[config.mk]
export PLATFORM = sky130hd
export DESIGN_NAME = extended_cigar_run_encoder
export DESIGN_NICKNAME = d
export VERILOG_FILES = /design/src/hdl/ecre_pkg.sv /design/src/hdl/ecre_classify.sv /design/src/hdl/ecre_run_state.sv /design/src/hdl/ecre_out_queue.sv /design/src/hdl/extended_cigar_run_encoder.sv
export SDC_FILE = /design/constraint.sdc
export NUM_CORES = 1
export LEC_CHECK = 0
export BUFFER_PORTS_ARGS = -buffer_cell sky130_fd_sc_hd__buf_2
export CAP_MARGIN = 20
export CORE_MARGIN = 3
export CORE_UTILIZATION = 40
export CTS_CLUSTER_DIAMETER = 200
export CTS_CLUSTER_SIZE = 16
export DETAILED_ROUTE_END_ITERATION = 10
export SLEW_MARGIN = 20
export SYNTH_ARGS = -nofsm -noshare
export SYNTH_HDL_FRONTEND = slang
export SYNTH_SLANG_ARGS = --single-unit
export TNS_END_PERCENT = 50
[constraint.sdc]
create_clock -name clk -period 11.3 [get_ports clk]
set_input_delay 0.565 -clock clk [delete_from_list [all_inputs] [get_ports clk]]
set_output_delay 0.565 -clock clk [all_outputs]
set_load 0.1 [all_outputs]
[src/hdl/ecre_pkg.sv]
// Shared types and constants for the extended CIGAR run encoder.
`default_nettype none
package ecre_pkg;

  localparam int FIELD_W  = 16;
  localparam int SYM_W    = 8;
  localparam int NUM_CLS  = 4;
  localparam int QDEPTH   = 4;
  localparam int QPTR_W   = $clog2(QDEPTH);
  localparam int QCNT_W   = $clog2(QDEPTH + 1);

  localparam logic [SYM_W-1:0] GAP_RESET = 8'd45;  // '-'

  typedef logic [SYM_W-1:0]   sym_t;
  typedef logic [FIELD_W-1:0] field_t;

  typedef enum logic [1:0] {
    CLS_MATCH     = 2'd0,  // '='
    CLS_MISMATCH  = 2'd1,  // 'X'
    CLS_INSERTION = 2'd2,  // 'I'
    CLS_DELETION  = 2'd3   // 'D'
  } cls_t;

  typedef struct packed {
    field_t run_length;
    cls_t   run_op;
    logic   record_end;
    field_t [NUM_CLS-1:0] totals;
    field_t [NUM_CLS-1:0] run_counts;
  } result_t;

endpackage
`default_nettype wire

[src/hdl/ecre_classify.sv]
// Column classifier: sorts one aligned column into match, mismatch, insertion or deletion.
`default_nettype none
module ecre_classify (
  input  wire ecre_pkg::sym_t ref_sym,
  input  wire ecre_pkg::sym_t alt_sym,
  input  wire ecre_pkg::sym_t gap_sym,
  output ecre_pkg::cls_t      cls
);

  always_comb begin
    // gap on both sides counts as insertion
    if (ref_sym == gap_sym) begin
      cls = ecre_pkg::CLS_INSERTION;
    end else if (alt_sym == gap_sym) begin
      cls = ecre_pkg::CLS_DELETION;
    end else if (ref_sym == alt_sym) begin
      cls = ecre_pkg::CLS_MATCH;
    end else begin
      cls = ecre_pkg::CLS_MISMATCH;
    end
  end

endmodule
`default_nettype wire

[src/hdl/ecre_run_state.sv]
// Run tracking and per-record totals; builds up to two result items per column.
`default_nettype none
module ecre_run_state #(
  parameter int COUNT_WIDTH = 16
) (
  input  wire                   clk,
  input  wire                   rst_n,
  input  wire                   accept,
  input  wire ecre_pkg::cls_t   cls,
  input  wire                   last,
  output ecre_pkg::result_t     res_a,
  output ecre_pkg::result_t     res_b,
  output logic                  push_a,
  output logic                  push_b
);

  localparam int NC = ecre_pkg::NUM_CLS;
  localparam int OW = ecre_pkg::FIELD_W;

  typedef logic [COUNT_WIDTH-1:0] cnt_t;

  function automatic cnt_t sat_inc(input cnt_t v);
    return (v == '1) ? v : cnt_t'(v + 1'b1);
  endfunction

  logic           run_open_r, run_open_nxt;
  ecre_pkg::cls_t cur_cls_r,  cur_cls_nxt;
  cnt_t           run_r,      run_nxt;
  cnt_t           tot_r   [NC];
  cnt_t           tot_nxt [NC];
  cnt_t           cnt_r   [NC];
  cnt_t           cnt_nxt [NC];

  logic close;
  cnt_t run_new;
  cnt_t cnt_after [NC];
  cnt_t tot_new   [NC];
  cnt_t cnt_fin   [NC];
  ecre_pkg::result_t res_close, res_final;

  assign close   = run_open_r && (cls != cur_cls_r);
  assign run_new = sat_inc(close ? '0 : run_r);

  always_comb begin
    for (int j = 0; j < NC; j++) begin
      cnt_after[j] = (close && (cur_cls_r == ecre_pkg::cls_t'(j))) ? sat_inc(cnt_r[j])
                                                                    : cnt_r[j];
      tot_new[j]   = (cls == ecre_pkg::cls_t'(j)) ? sat_inc(tot_r[j]) : tot_r[j];
      cnt_fin[j]   = (cls == ecre_pkg::cls_t'(j)) ? sat_inc(cnt_after[j]) : cnt_after[j];
    end
  end

  always_comb begin
    res_close            = '0;
    res_close.run_length = OW'(run_r);
    res_close.run_op     = cur_cls_r;
    res_close.record_end = 1'b0;

    res_final            = '0;
    res_final.run_length = OW'(run_new);
    res_final.run_op     = cls;
    res_final.record_end = 1'b1;
    for (int j = 0; j < NC; j++) begin
      res_final.totals[j]     = OW'(tot_new[j]);
      res_final.run_counts[j] = OW'(cnt_fin[j]);
    end
  end

  // slot a carries the closed run when there is one, else the final run
  assign push_a = accept && (close || last);
  assign push_b = accept && close && last;
  assign res_a  = close ? res_close : res_final;
  assign res_b  = res_final;

  always_comb begin
    run_open_nxt = run_open_r;
    cur_cls_nxt  = cur_cls_r;
    run_nxt      = run_r;
    for (int j = 0; j < NC; j++) begin
      tot_nxt[j] = tot_r[j];
      cnt_nxt[j] = cnt_r[j];
    end
    if (accept) begin
      if (last) begin
        run_open_nxt = 1'b0;
        cur_cls_nxt  = ecre_pkg::CLS_MATCH;
        run_nxt      = '0;
        for (int j = 0; j < NC; j++) begin
          tot_nxt[j] = '0;
          cnt_nxt[j] = '0;
        end
      end else begin
        run_open_nxt = 1'b1;
        cur_cls_nxt  = cls;
        run_nxt      = run_new;
        for (int j = 0; j < NC; j++) begin
          tot_nxt[j] = tot_new[j];
          cnt_nxt[j] = cnt_after[j];
        end
      end
    end
  end

  always_ff @(posedge clk) begin
    if (!rst_n) begin
      run_open_r <= 1'b0;
      cur_cls_r  <= ecre_pkg::CLS_MATCH;
      run_r      <= '0;
      for (int j = 0; j < NC; j++) begin
        tot_r[j] <= '0;
        cnt_r[j] <= '0;
      end
    end else begin
      run_open_r <= run_open_nxt;
      cur_cls_r  <= cur_cls_nxt;
      run_r      <= run_nxt;
      for (int j = 0; j < NC; j++) begin
        tot_r[j] <= tot_nxt[j];
        cnt_r[j] <= cnt_nxt[j];
      end
    end
  end

endmodule
`default_nettype wire

[src/hdl/ecre_out_queue.sv]
// Result queue: takes up to two items a cycle, hands out one a cycle while pop_stall is low.
`default_nettype none
module ecre_out_queue (
  input  wire                     clk,
  input  wire                     rst_n,
  input  wire                     push_a,
  input  wire                     push_b,
  input  wire ecre_pkg::result_t  res_a,
  input  wire ecre_pkg::result_t  res_b,
  input  wire                     pop_stall,
  output logic                    head_valid,
  output ecre_pkg::result_t       head,
  output logic                    room_two
);

  localparam int PW = ecre_pkg::QPTR_W;
  localparam int CW = ecre_pkg::QCNT_W;
  localparam logic [CW-1:0] ROOM_LIMIT = CW'(ecre_pkg::QDEPTH - 2);

  ecre_pkg::result_t mem_r [ecre_pkg::QDEPTH];
  logic [PW-1:0] wr_r, wr_nxt;
  logic [PW-1:0] rd_r, rd_nxt;
  logic [CW-1:0] cnt_r, cnt_nxt;
  logic          pop;
  logic [CW-1:0] push_n;

  assign head_valid = (cnt_r != '0);
  assign head       = mem_r[rd_r];
  assign room_two   = (cnt_r <= ROOM_LIMIT);
  assign pop        = head_valid && !pop_stall;
  assign push_n     = CW'(push_a) + CW'(push_b);

  always_comb begin
    wr_nxt  = PW'(wr_r + PW'(push_n));
    rd_nxt  = pop ? PW'(rd_r + 1'b1) : rd_r;
    cnt_nxt = CW'(cnt_r + push_n - CW'(pop));
  end

  always_ff @(posedge clk) begin
    if (!rst_n) begin
      wr_r  <= '0;
      rd_r  <= '0;
      cnt_r <= '0;
    end else begin
      wr_r  <= wr_nxt;
      rd_r  <= rd_nxt;
      cnt_r <= cnt_nxt;
    end
  end

  always_ff @(posedge clk) begin
    if (push_a) begin
      mem_r[wr_r] <= res_a;
    end
    if (push_b) begin
      mem_r[PW'(wr_r + 1'b1)] <= res_b;
    end
  end

endmodule
`default_nettype wire

[src/hdl/extended_cigar_run_encoder.sv]
// Top level of the extended CIGAR run encoder.
// Takes one aligned column per cycle while in_stall is low and returns runs as (length,
// op) items, with the record's per-class totals and run counts on the record's final
// item. A column is classified, and the run state updated, in the cycle it is accepted;
// its results are registered in a four-entry output queue and show on out_* once they
// reach its head. in_stall rises while that queue holds more than two items, so with
// out_stall low a column goes in every cycle; a column that both changes class and ends a
// record makes two items, and a stream of those fills the queue faster than the single
// output port drains it, until in_stall holds columns back. No clearing pass after reset.
// Counters are COUNT_WIDTH bits wide and saturate; outputs show their low 16 bits.
`default_nettype none
module extended_cigar_run_encoder #(
  parameter int COUNT_WIDTH = 16
) (
  input  wire         clk,
  input  wire         rst_n,
  input  wire         cfg_wr_en,
  input  wire  [7:0]  cfg_wr_data,
  input  wire         in_valid,
  output logic        in_stall,
  input  wire  [7:0]  in_ref_symbol,
  input  wire  [7:0]  in_alt_symbol,
  input  wire         in_last_column,
  output logic        out_valid,
  input  wire         out_stall,
  output logic [15:0] out_run_length,
  output logic [1:0]  out_run_op,
  output logic        out_record_end,
  output logic [15:0] out_match_total,
  output logic [15:0] out_mismatch_total,
  output logic [15:0] out_insertion_total,
  output logic [15:0] out_deletion_total,
  output logic [15:0] out_match_run_count,
  output logic [15:0] out_mismatch_run_count,
  output logic [15:0] out_insertion_run_count,
  output logic [15:0] out_deletion_run_count
);

  ecre_pkg::sym_t    gap_r;
  ecre_pkg::cls_t    cls;
  logic              accept;
  logic              room_two;
  logic              push_a, push_b;
  ecre_pkg::result_t res_a, res_b, head;

  always_ff @(posedge clk) begin
    if (!rst_n) begin
      gap_r <= ecre_pkg::GAP_RESET;
    end else if (cfg_wr_en) begin
      gap_r <= cfg_wr_data;
    end
  end

  assign in_stall = !room_two;
  assign accept   = in_valid && room_two;

  ecre_classify u_classify (
    .ref_sym (in_ref_symbol),
    .alt_sym (in_alt_symbol),
    .gap_sym (gap_r),
    .cls     (cls)
  );

  ecre_run_state #(
    .COUNT_WIDTH (COUNT_WIDTH)
  ) u_run_state (
    .clk    (clk),
    .rst_n  (rst_n),
    .accept (accept),
    .cls    (cls),
    .last   (in_last_column),
    .res_a  (res_a),
    .res_b  (res_b),
    .push_a (push_a),
    .push_b (push_b)
  );

  ecre_out_queue u_out_queue (
    .clk        (clk),
    .rst_n      (rst_n),
    .push_a     (push_a),
    .push_b     (push_b),
    .res_a      (res_a),
    .res_b      (res_b),
    .pop_stall  (out_stall),
    .head_valid (out_valid),
    .head       (head),
    .room_two   (room_two)
  );

  assign out_run_length          = head.run_length;
  assign out_run_op              = head.run_op;
  assign out_record_end          = head.record_end;
  assign out_match_total         = head.totals[ecre_pkg::CLS_MATCH];
  assign out_mismatch_total      = head.totals[ecre_pkg::CLS_MISMATCH];
  assign out_insertion_total     = head.totals[ecre_pkg::CLS_INSERTION];
  assign out_deletion_total      = head.totals[ecre_pkg::CLS_DELETION];
  assign out_match_run_count     = head.run_counts[ecre_pkg::CLS_MATCH];
  assign out_mismatch_run_count  = head.run_counts[ecre_pkg::CLS_MISMATCH];
  assign out_insertion_run_count = head.run_counts[ecre_pkg::CLS_INSERTION];
  assign out_deletion_run_count  = head.run_counts[ecre_pkg::CLS_DELETION];

endmodule
`default_nettype wire

==> flow_metrics.env, run 1 <==
export IMPL_final_area_sq_um=41100
export IMPL_finalHoldViolations=0
export IMPL_chipWidth_um=312
export IMPL_netlist_area_sq_um=37600
export IMPL_initial_core_util=0.407
export IMPL_gr_total_overflow=0
export IMPL_gr_usage_met1=0.275
export IMPL_vias_per_cell=5.73
export IMPL_setup_viol=0
export IMPL_grt_total_usage=0.204
export IMPL_power_density_nw_per_um2=204
export IMPL_wirelength_um=102000
export IMPL_dieArea_sq_um=97600
export IMPL_postCtsSetupBuffers=0
export IMPL_finalClockSkew_ps=44.4
export IMPL_setup_tns_ps=0
export IMPL_syn_inst=3334
export IMPL_drtPass1Iterations=5
export IMPL_die_h_um=312
export IMPL_seq_area_frac_synth=0.556
export IMPL_synthFlopType="edfxtp_1"
export IMPL_clk_pin_slew_ps=90
export IMPL_peakVddDrop_v=0.000195
export IMPL_critPathLaunchType="flip-flop"
export IMPL_syn_num_nets=3383
export IMPL_yosysWarnings=0
export IMPL_ant_nets=0
export IMPL_cts_tree="done"
export IMPL_cts_sink_count=752
export IMPL_hold_path_class="in2reg"
export IMPL_async_flop_share=0
export IMPL_nets=3421
export IMPL_arrival_ps=5450
export IMPL_cpMaxStageDelayCell="buf_4"
export IMPL_grt_pass1_wl_um=156000
export IMPL_multi_input_area_sq_um=15700
export IMPL_hpwl_um=62200
export IMPL_synth_seq_cells=752
export IMPL_grtUsageMet3=0.0306
export IMPL_holdWs_ps=131
export IMPL_rsz0062_at_grt="no"
export IMPL_dr_first_iter_drc_count=2145
export IMPL_fin_crit_sh=0.462
export IMPL_rows=111
export IMPL_drc_errors=0
export IMPL_swShare=0.438
export IMPL_hold_path_end="gap_r[2]"
export IMPL_leakage_nw=12.1
export IMPL_wire_per_inst_um=21.9
export IMPL_dpl_cell_count=4561
export IMPL_vias=26700
export IMPL_status="complete, no violations"
export IMPL_grt_pass1_vias=25900
export IMPL_maxSlewViolCount=0
export IMPL_cts_hold_buf=0
export IMPL_antenna_found_initial=4
export IMPL_fmax_mhz=191
export IMPL_place_area_sq_um=39600
export IMPL_fin_crit_ps=5220
export IMPL_cap_viol_max_count=0
export IMPL_io_buffers=178
export IMPL_p_int_mw=4.70
export IMPL_worstSkewPairLatency_ps=640
export IMPL_seqCellArea_sq_um=20900
export IMPL_cts_buffers=52
export IMPL_yosysUniqueCellTypes=100
export IMPL_final_util=0.445
export IMPL_gp_congestion=0.841
export IMPL_crit_fanout=63
export IMPL_areaGrowthSynthToFinish_pct=9.33
export IMPL_r2r_start="gap_r[5]"
export IMPL_layout_drive_gt1_share=0.152
export IMPL_seq_power_share=0.393
export IMPL_crit_required_ps=11530
export IMPL_synth_avg_cell_area_sq_um=11.3
export IMPL_combPwrFrac=0.388
export IMPL_max_slew_margin_rel=0.211
export IMPL_power_frac_clock=0.219
export IMPL_cts_root_buf="clkbuf_16"
export IMPL_hold_start="cfg_wr_data[2]"
export IMPL_use_met2=0.340
export IMPL_worst_pin_slew_ps=1180
export IMPL_synth_edf_count=584
export IMPL_core_area_sq_um=92400
export IMPL_worstReg2RegEnd="u_out_queue.mem_r[0][86]"
export IMPL_r2r_setup_slack_ps=6080
export IMPL_grt_max_degree=120
export IMPL_h_tree_depth=2
export IMPL_path_class="reg2reg"
export IMPL_cts_resized=0
export IMPL_io_pins=179
export IMPL_worstRegToRegCells=10
export IMPL_crit_chain="xor2_1 -> nor4_4 -> nand2_4 -> nand2_1 -> o221ai_2 -> buf_4 -> or2_2 -> nand3_1 -> nand2_4 -> buf_4"
export IMPL_fin_cells=4660
export IMPL_hold_path_depth=3
export IMPL_p_switching_mw=3.66
export IMPL_cp_slowest_stage_delay_ps=860
export IMPL_crit_path_end_kind="flip-flop"
export IMPL_grt_busiest_layer="met2"
export IMPL_clock_path_buffers=3
export IMPL_n_fill_cell=8579
critical path, delay by kind of cell, from the launching register on:
family,cells,cell delay [ps]
AO/OA/AOI/OAI,1,200
XOR/XNOR,1,310
buffers and inverters,2,1230
flip-flops,1,380
AND/OR/NAND/NOR,6,2580
flip-flops by register name, indices dropped and copies added (netlist names), named ones only:
| register | cells |
|---|---|
| u_out_queue.cnt_r | 3 |
| u_run_state.tot_r | 64 |
| u_run_state.run_r | 16 |
| u_run_state.cur_cls_r | 2 |
| u_out_queue.wr_r | 2 |
| u_out_queue.mem_r | 588 |
| gap_r | 8 |
| u_run_state.cnt_r | 64 |
| u_run_state.run_open_r | 1 |
| u_out_queue.rd_r | 2 |
metrics by stage:
step           setup WS (ps)  power [mW]
4_1_cts                 6080        8.46
2_1_floorplan           1720        6.00
3_3_place_gp            5920        6.63
6_report                6080        8.36
5_1_grt                 5790        8.64
3_5_place_dp            5800        6.64
final cells by class:
| class | instances | area share |
|---|---|---|
| Sequential cell | 752 | 0.509 |
| Multi-Input combinational cell | 2314 | 0.382 |
| Antenna cell | 1 | 0.0000609 |
| Timing Repair Buffer | 218 | 0.0310 |
| Inverter | 34 | 0.00317 |
| Clock buffer | 96 | 0.0362 |
| Tap cell | 1243 | 0.0379 |
| Clock inverter | 2 | 0.000427 |
routing by layer:
layer,part of all wire,up-vias
met1,0.42,13200
met4,0.029,2
met2,0.48,865
met3,0.063,157
met5,0.00012,-
li1,-,12400
worst max-delay path by stage:
stage                                 from                        to  slack, ps
after global placement    in_ref_symbol[5]  u_out_queue.mem_r[1][30]       5920
final                             gap_r[5]  u_out_queue.mem_r[0][86]       6080
after global routing              gap_r[5]  u_out_queue.mem_r[0][86]       5790
after detailed placement  in_ref_symbol[5]  u_out_queue.mem_r[0][86]       5800
after CTS                         gap_r[5]  u_out_queue.mem_r[0][88]       6080
after floorplan           in_alt_symbol[6]   u_out_queue.mem_r[3][0]       1720
kinds of logic after synthesis:
kind of cell | after synthesis | synth area share
flip-flops | 752 | 0.556
buffers and inverters | 268 | 0.0290
adder cells (fa/ha/maj) | 19 | 0.00653
multiplexers | 222 | 0.109
XOR/XNOR | 138 | 0.0326
AND/OR/NAND/NOR | 1433 | 0.177
AO/OA/AOI/OAI | 502 | 0.0899
synth_stat cells, types with 25 or more instances:
cell type	count	share of area
mux4_2	147	0.088
a31oi_1	32	0.0053
dfxtp_1	168	0.090
and3_1	37	0.0062
nand4_1	47	0.0078
and2_1	47	0.0078
or3_1	26	0.0043
nor2_1	692	0.069
nor4_1	35	0.0058
nand2_1	242	0.024
o22ai_1	27	0.0045
o21ai_0	88	0.012
xnor2_1	74	0.017
a22oi_1	25	0.0050
nor3_1	85	0.011
clkbuf_1	176	0.018
nand3_1	103	0.014
edfxtp_1	584	0.47
mux2i_1	61	0.016
xor2_1	62	0.014
inv_1	33	0.0033
a21oi_1	150	0.020
power groups by stage:
| stage | registers [mW] | logic (mW) | clock network (mW) |
|---|---|---|---|
| finish | 3.28 | 3.24 | 1.83 |
| global route | 3.31 | 3.36 | 1.97 |
| CTS | 3.29 | 3.29 | 1.88 |
| detailed placement | 3.35 | 3.29 | 0 |
| global placement | 3.35 | 3.29 | 0 |
| floorplan | 3.30 | 2.70 | 0 |
cell usage in the layout (no fill, tap or decap), types with 74 or more instances in the layout:
cell / instances
nor3_1: 83
nand2_1: 238
edfxtp_1: 584
a21oi_1: 150
nor2_1: 690
dfxtp_1: 166
o21ai_0: 88
buf_2: 178
mux4_2: 147
nand3_1: 103
xnor2_1: 74
No activity file was read; power rests on OpenSTA's default activity.
==> run 2, diff against run 1 <==
==> constraint.sdc (replaced) <==
create_clock -name clk -period 5.45 [get_ports clk]
set_input_delay 0.2725 -clock clk [delete_from_list [all_inputs] [get_ports clk]]
set_output_delay 0.2725 -clock clk [all_outputs]
set_load 0.1 [all_outputs]
==> run 2 against run 1 <==
- total power increased by 110%
- clock power grew 110%
- critical endpoint is now u_out_queue.mem_r[3][61]
- fmax rose by 17%
==> flow_metrics.env, run 2 (synthesized netlist as in run 1, its figures left out) <==
export IMPL_seq_power_share=0.387
export IMPL_cts_tree="done"
export IMPL_wire_per_inst_um=21.7
export IMPL_maxSlewViolCount=0
export IMPL_crit_fanout=16
export IMPL_grt_max_degree=89
export IMPL_areaGrowthSynthToFinish_pct=10.5
export IMPL_initial_core_util=0.407
export IMPL_worstReg2RegEnd="u_out_queue.mem_r[3][61]"
export IMPL_finalHoldViolations=0
export IMPL_dr_first_iter_drc_count=2506
export IMPL_worstSkewPairLatency_ps=620
export IMPL_largest_reg_flops=588
export IMPL_drtPass1Iterations=6
export IMPL_cts_sink_count=752
export IMPL_endpoint="u_out_queue.mem_r[3][61]"
export IMPL_worstRegToRegCells=11
export IMPL_cap_viol_max_count=0
export IMPL_vias_per_cell=5.74
export IMPL_hold_path_class="in2reg"
export IMPL_grt_total_usage=0.205
export IMPL_r2r_setup_slack_ps=970
export IMPL_combPwrFrac=0.396
export IMPL_clock_path_buffers=3
export IMPL_r2r_start="gap_r[5]"
export IMPL_die_h_um=312
export IMPL_top_register="u_out_queue.mem_r"
export IMPL_io_pins=179
export IMPL_chipWidth_um=312
export IMPL_fin_cells=4692
export IMPL_setup_viol=0
export IMPL_nets=3457
export IMPL_seqCellArea_sq_um=20900
export IMPL_p_switching_mw=7.60
export IMPL_leakage_nw=12.3
export IMPL_wirelength_um=102000
export IMPL_core_area_sq_um=92400
export IMPL_io_buffers=178
export IMPL_fin_crit_ps=4480
export IMPL_fmax_mhz=223
export IMPL_finalClockSkew_ps=29.4
export IMPL_fin_crit_sh=0.823
export IMPL_gp_congestion=0.859
export IMPL_crit_required_ps=5790
export IMPL_hpwl_um=63900
export IMPL_n_fill_cell=8554
export IMPL_largestRegisters="u_out_queue.mem_r (588), u_run_state.cnt_r (64), u_run_state.tot_r (64)"
export IMPL_status="complete, no violations"
export IMPL_setup_tns_ps=0
export IMPL_h_tree_depth=2
export IMPL_grt_pass1_vias=26300
export IMPL_cts_hold_buf=8
export IMPL_crit_path_end_kind="flip-flop"
export IMPL_max_slew_margin_rel=0.220
export IMPL_rows=111
export IMPL_mostFrequentLayoutCells="nor2_1 (690), edfxtp_1 (584), nand2_1 (238)"
export IMPL_multi_input_area_sq_um=15700
export IMPL_gr_total_overflow=0
export IMPL_layout_commonest_cell="nor2_1"
export IMPL_worstSetupStartpoint="gap_r[5]"
export IMPL_ant_nets=0
export IMPL_cts_root_buf="clkbuf_16"
export IMPL_drc_errors=0
export IMPL_peakVddDrop_v=0.000464
export IMPL_path_class="reg2reg"
export IMPL_dieArea_sq_um=97600
export IMPL_critPathLaunchType="flip-flop"
export IMPL_postCtsSetupBuffers=0
export IMPL_arrival_ps=4820
export IMPL_antenna_found_initial=3
export IMPL_rsz0062_at_grt="no"
export IMPL_cts_resized=0
export IMPL_power_frac_clock=0.217
export IMPL_clk_pin_slew_ps=70
export IMPL_cts_buffers=52
export IMPL_p_int_mw=9.76
export IMPL_swShare=0.438
export IMPL_final_util=0.449
export IMPL_worst_pin_slew_ps=1170
export IMPL_power_total_mw=17.4
export IMPL_dpl_cell_count=4589
export IMPL_vias=26900
export IMPL_grt_pass1_wl_um=158000
export IMPL_power_density_nw_per_um2=419
export IMPL_layout_drive_gt1_share=0.158
-- run 2: area by class of cell --
class                           instances  area share
Timing Repair Buffer                  254      0.0417
Multi-Input combinational cell       2314       0.378
Sequential cell                       752       0.504
Clock inverter                          2    0.000603
Inverter                               34     0.00314
Tap cell                             1243      0.0375
Clock buffer                           92      0.0350
Antenna cell                            1   0.0000603
-- run 2: power groups by stage --
stage	sequential (mW)	clock, mW	combinational (mW)
after floorplan	6.83	0	5.60
after global placement	6.84	0	6.96
after detailed placement	6.85	0	6.96
after CTS	6.72	3.86	6.97
after global routing	6.75	4.07	7.13
final	6.71	3.78	6.88
-- run 2: worst max-delay path, cell delays in order, from the launching register on --
cell and delay, ps:
dfxtp_1 350, xor2_1 180, nor4_2 620, and2_1 650, a21boi_2 340, xnor2_1 420
inv_1 170, ha_1 290, o2111ai_1 370, nor2_1 180, a211oi_1 500, nor2_1 110
-- run 2: per-layer routing --
metal	routed length, um	track usage
met2	49300	0.344
met3	5990	0.0276
met5	8	0
met4	2390	0.0519
met1	44000	0.282
-- run 2: worst min path at each step --
| stage | startpoint | depth (start not counted) | endpoint |
|---|---|---|---|
| 5_1_grt | cfg_wr_en | 3 | gap_r[0] |
| 6_report | cfg_wr_en | 3 | gap_r[2] |
| 3_5_place_dp | u_out_queue.mem_r[3][128] | 1 | u_out_queue.mem_r[3][128] |
| 3_3_place_gp | u_out_queue.mem_r[2][128] | 2 | u_out_queue.mem_r[2][128] |
| 2_1_floorplan | cfg_wr_data[0] | 2 | gap_r[0] |
| 4_1_cts | cfg_wr_en | 3 | gap_r[0] |
-- run 2: metrics by stage --
stage | setup WS, ps | hold slack, ps | instance area [sq um]
after global placement | 1110 | 430 | 39900
after detailed placement | 1040 | 435 | 39900
after global routing | 639 | 50.5 | 41500
after CTS | 1030 | 45.4 | 41500
after floorplan | -1050 | 401 | 37600
final | 966 | 67.7 | 41500
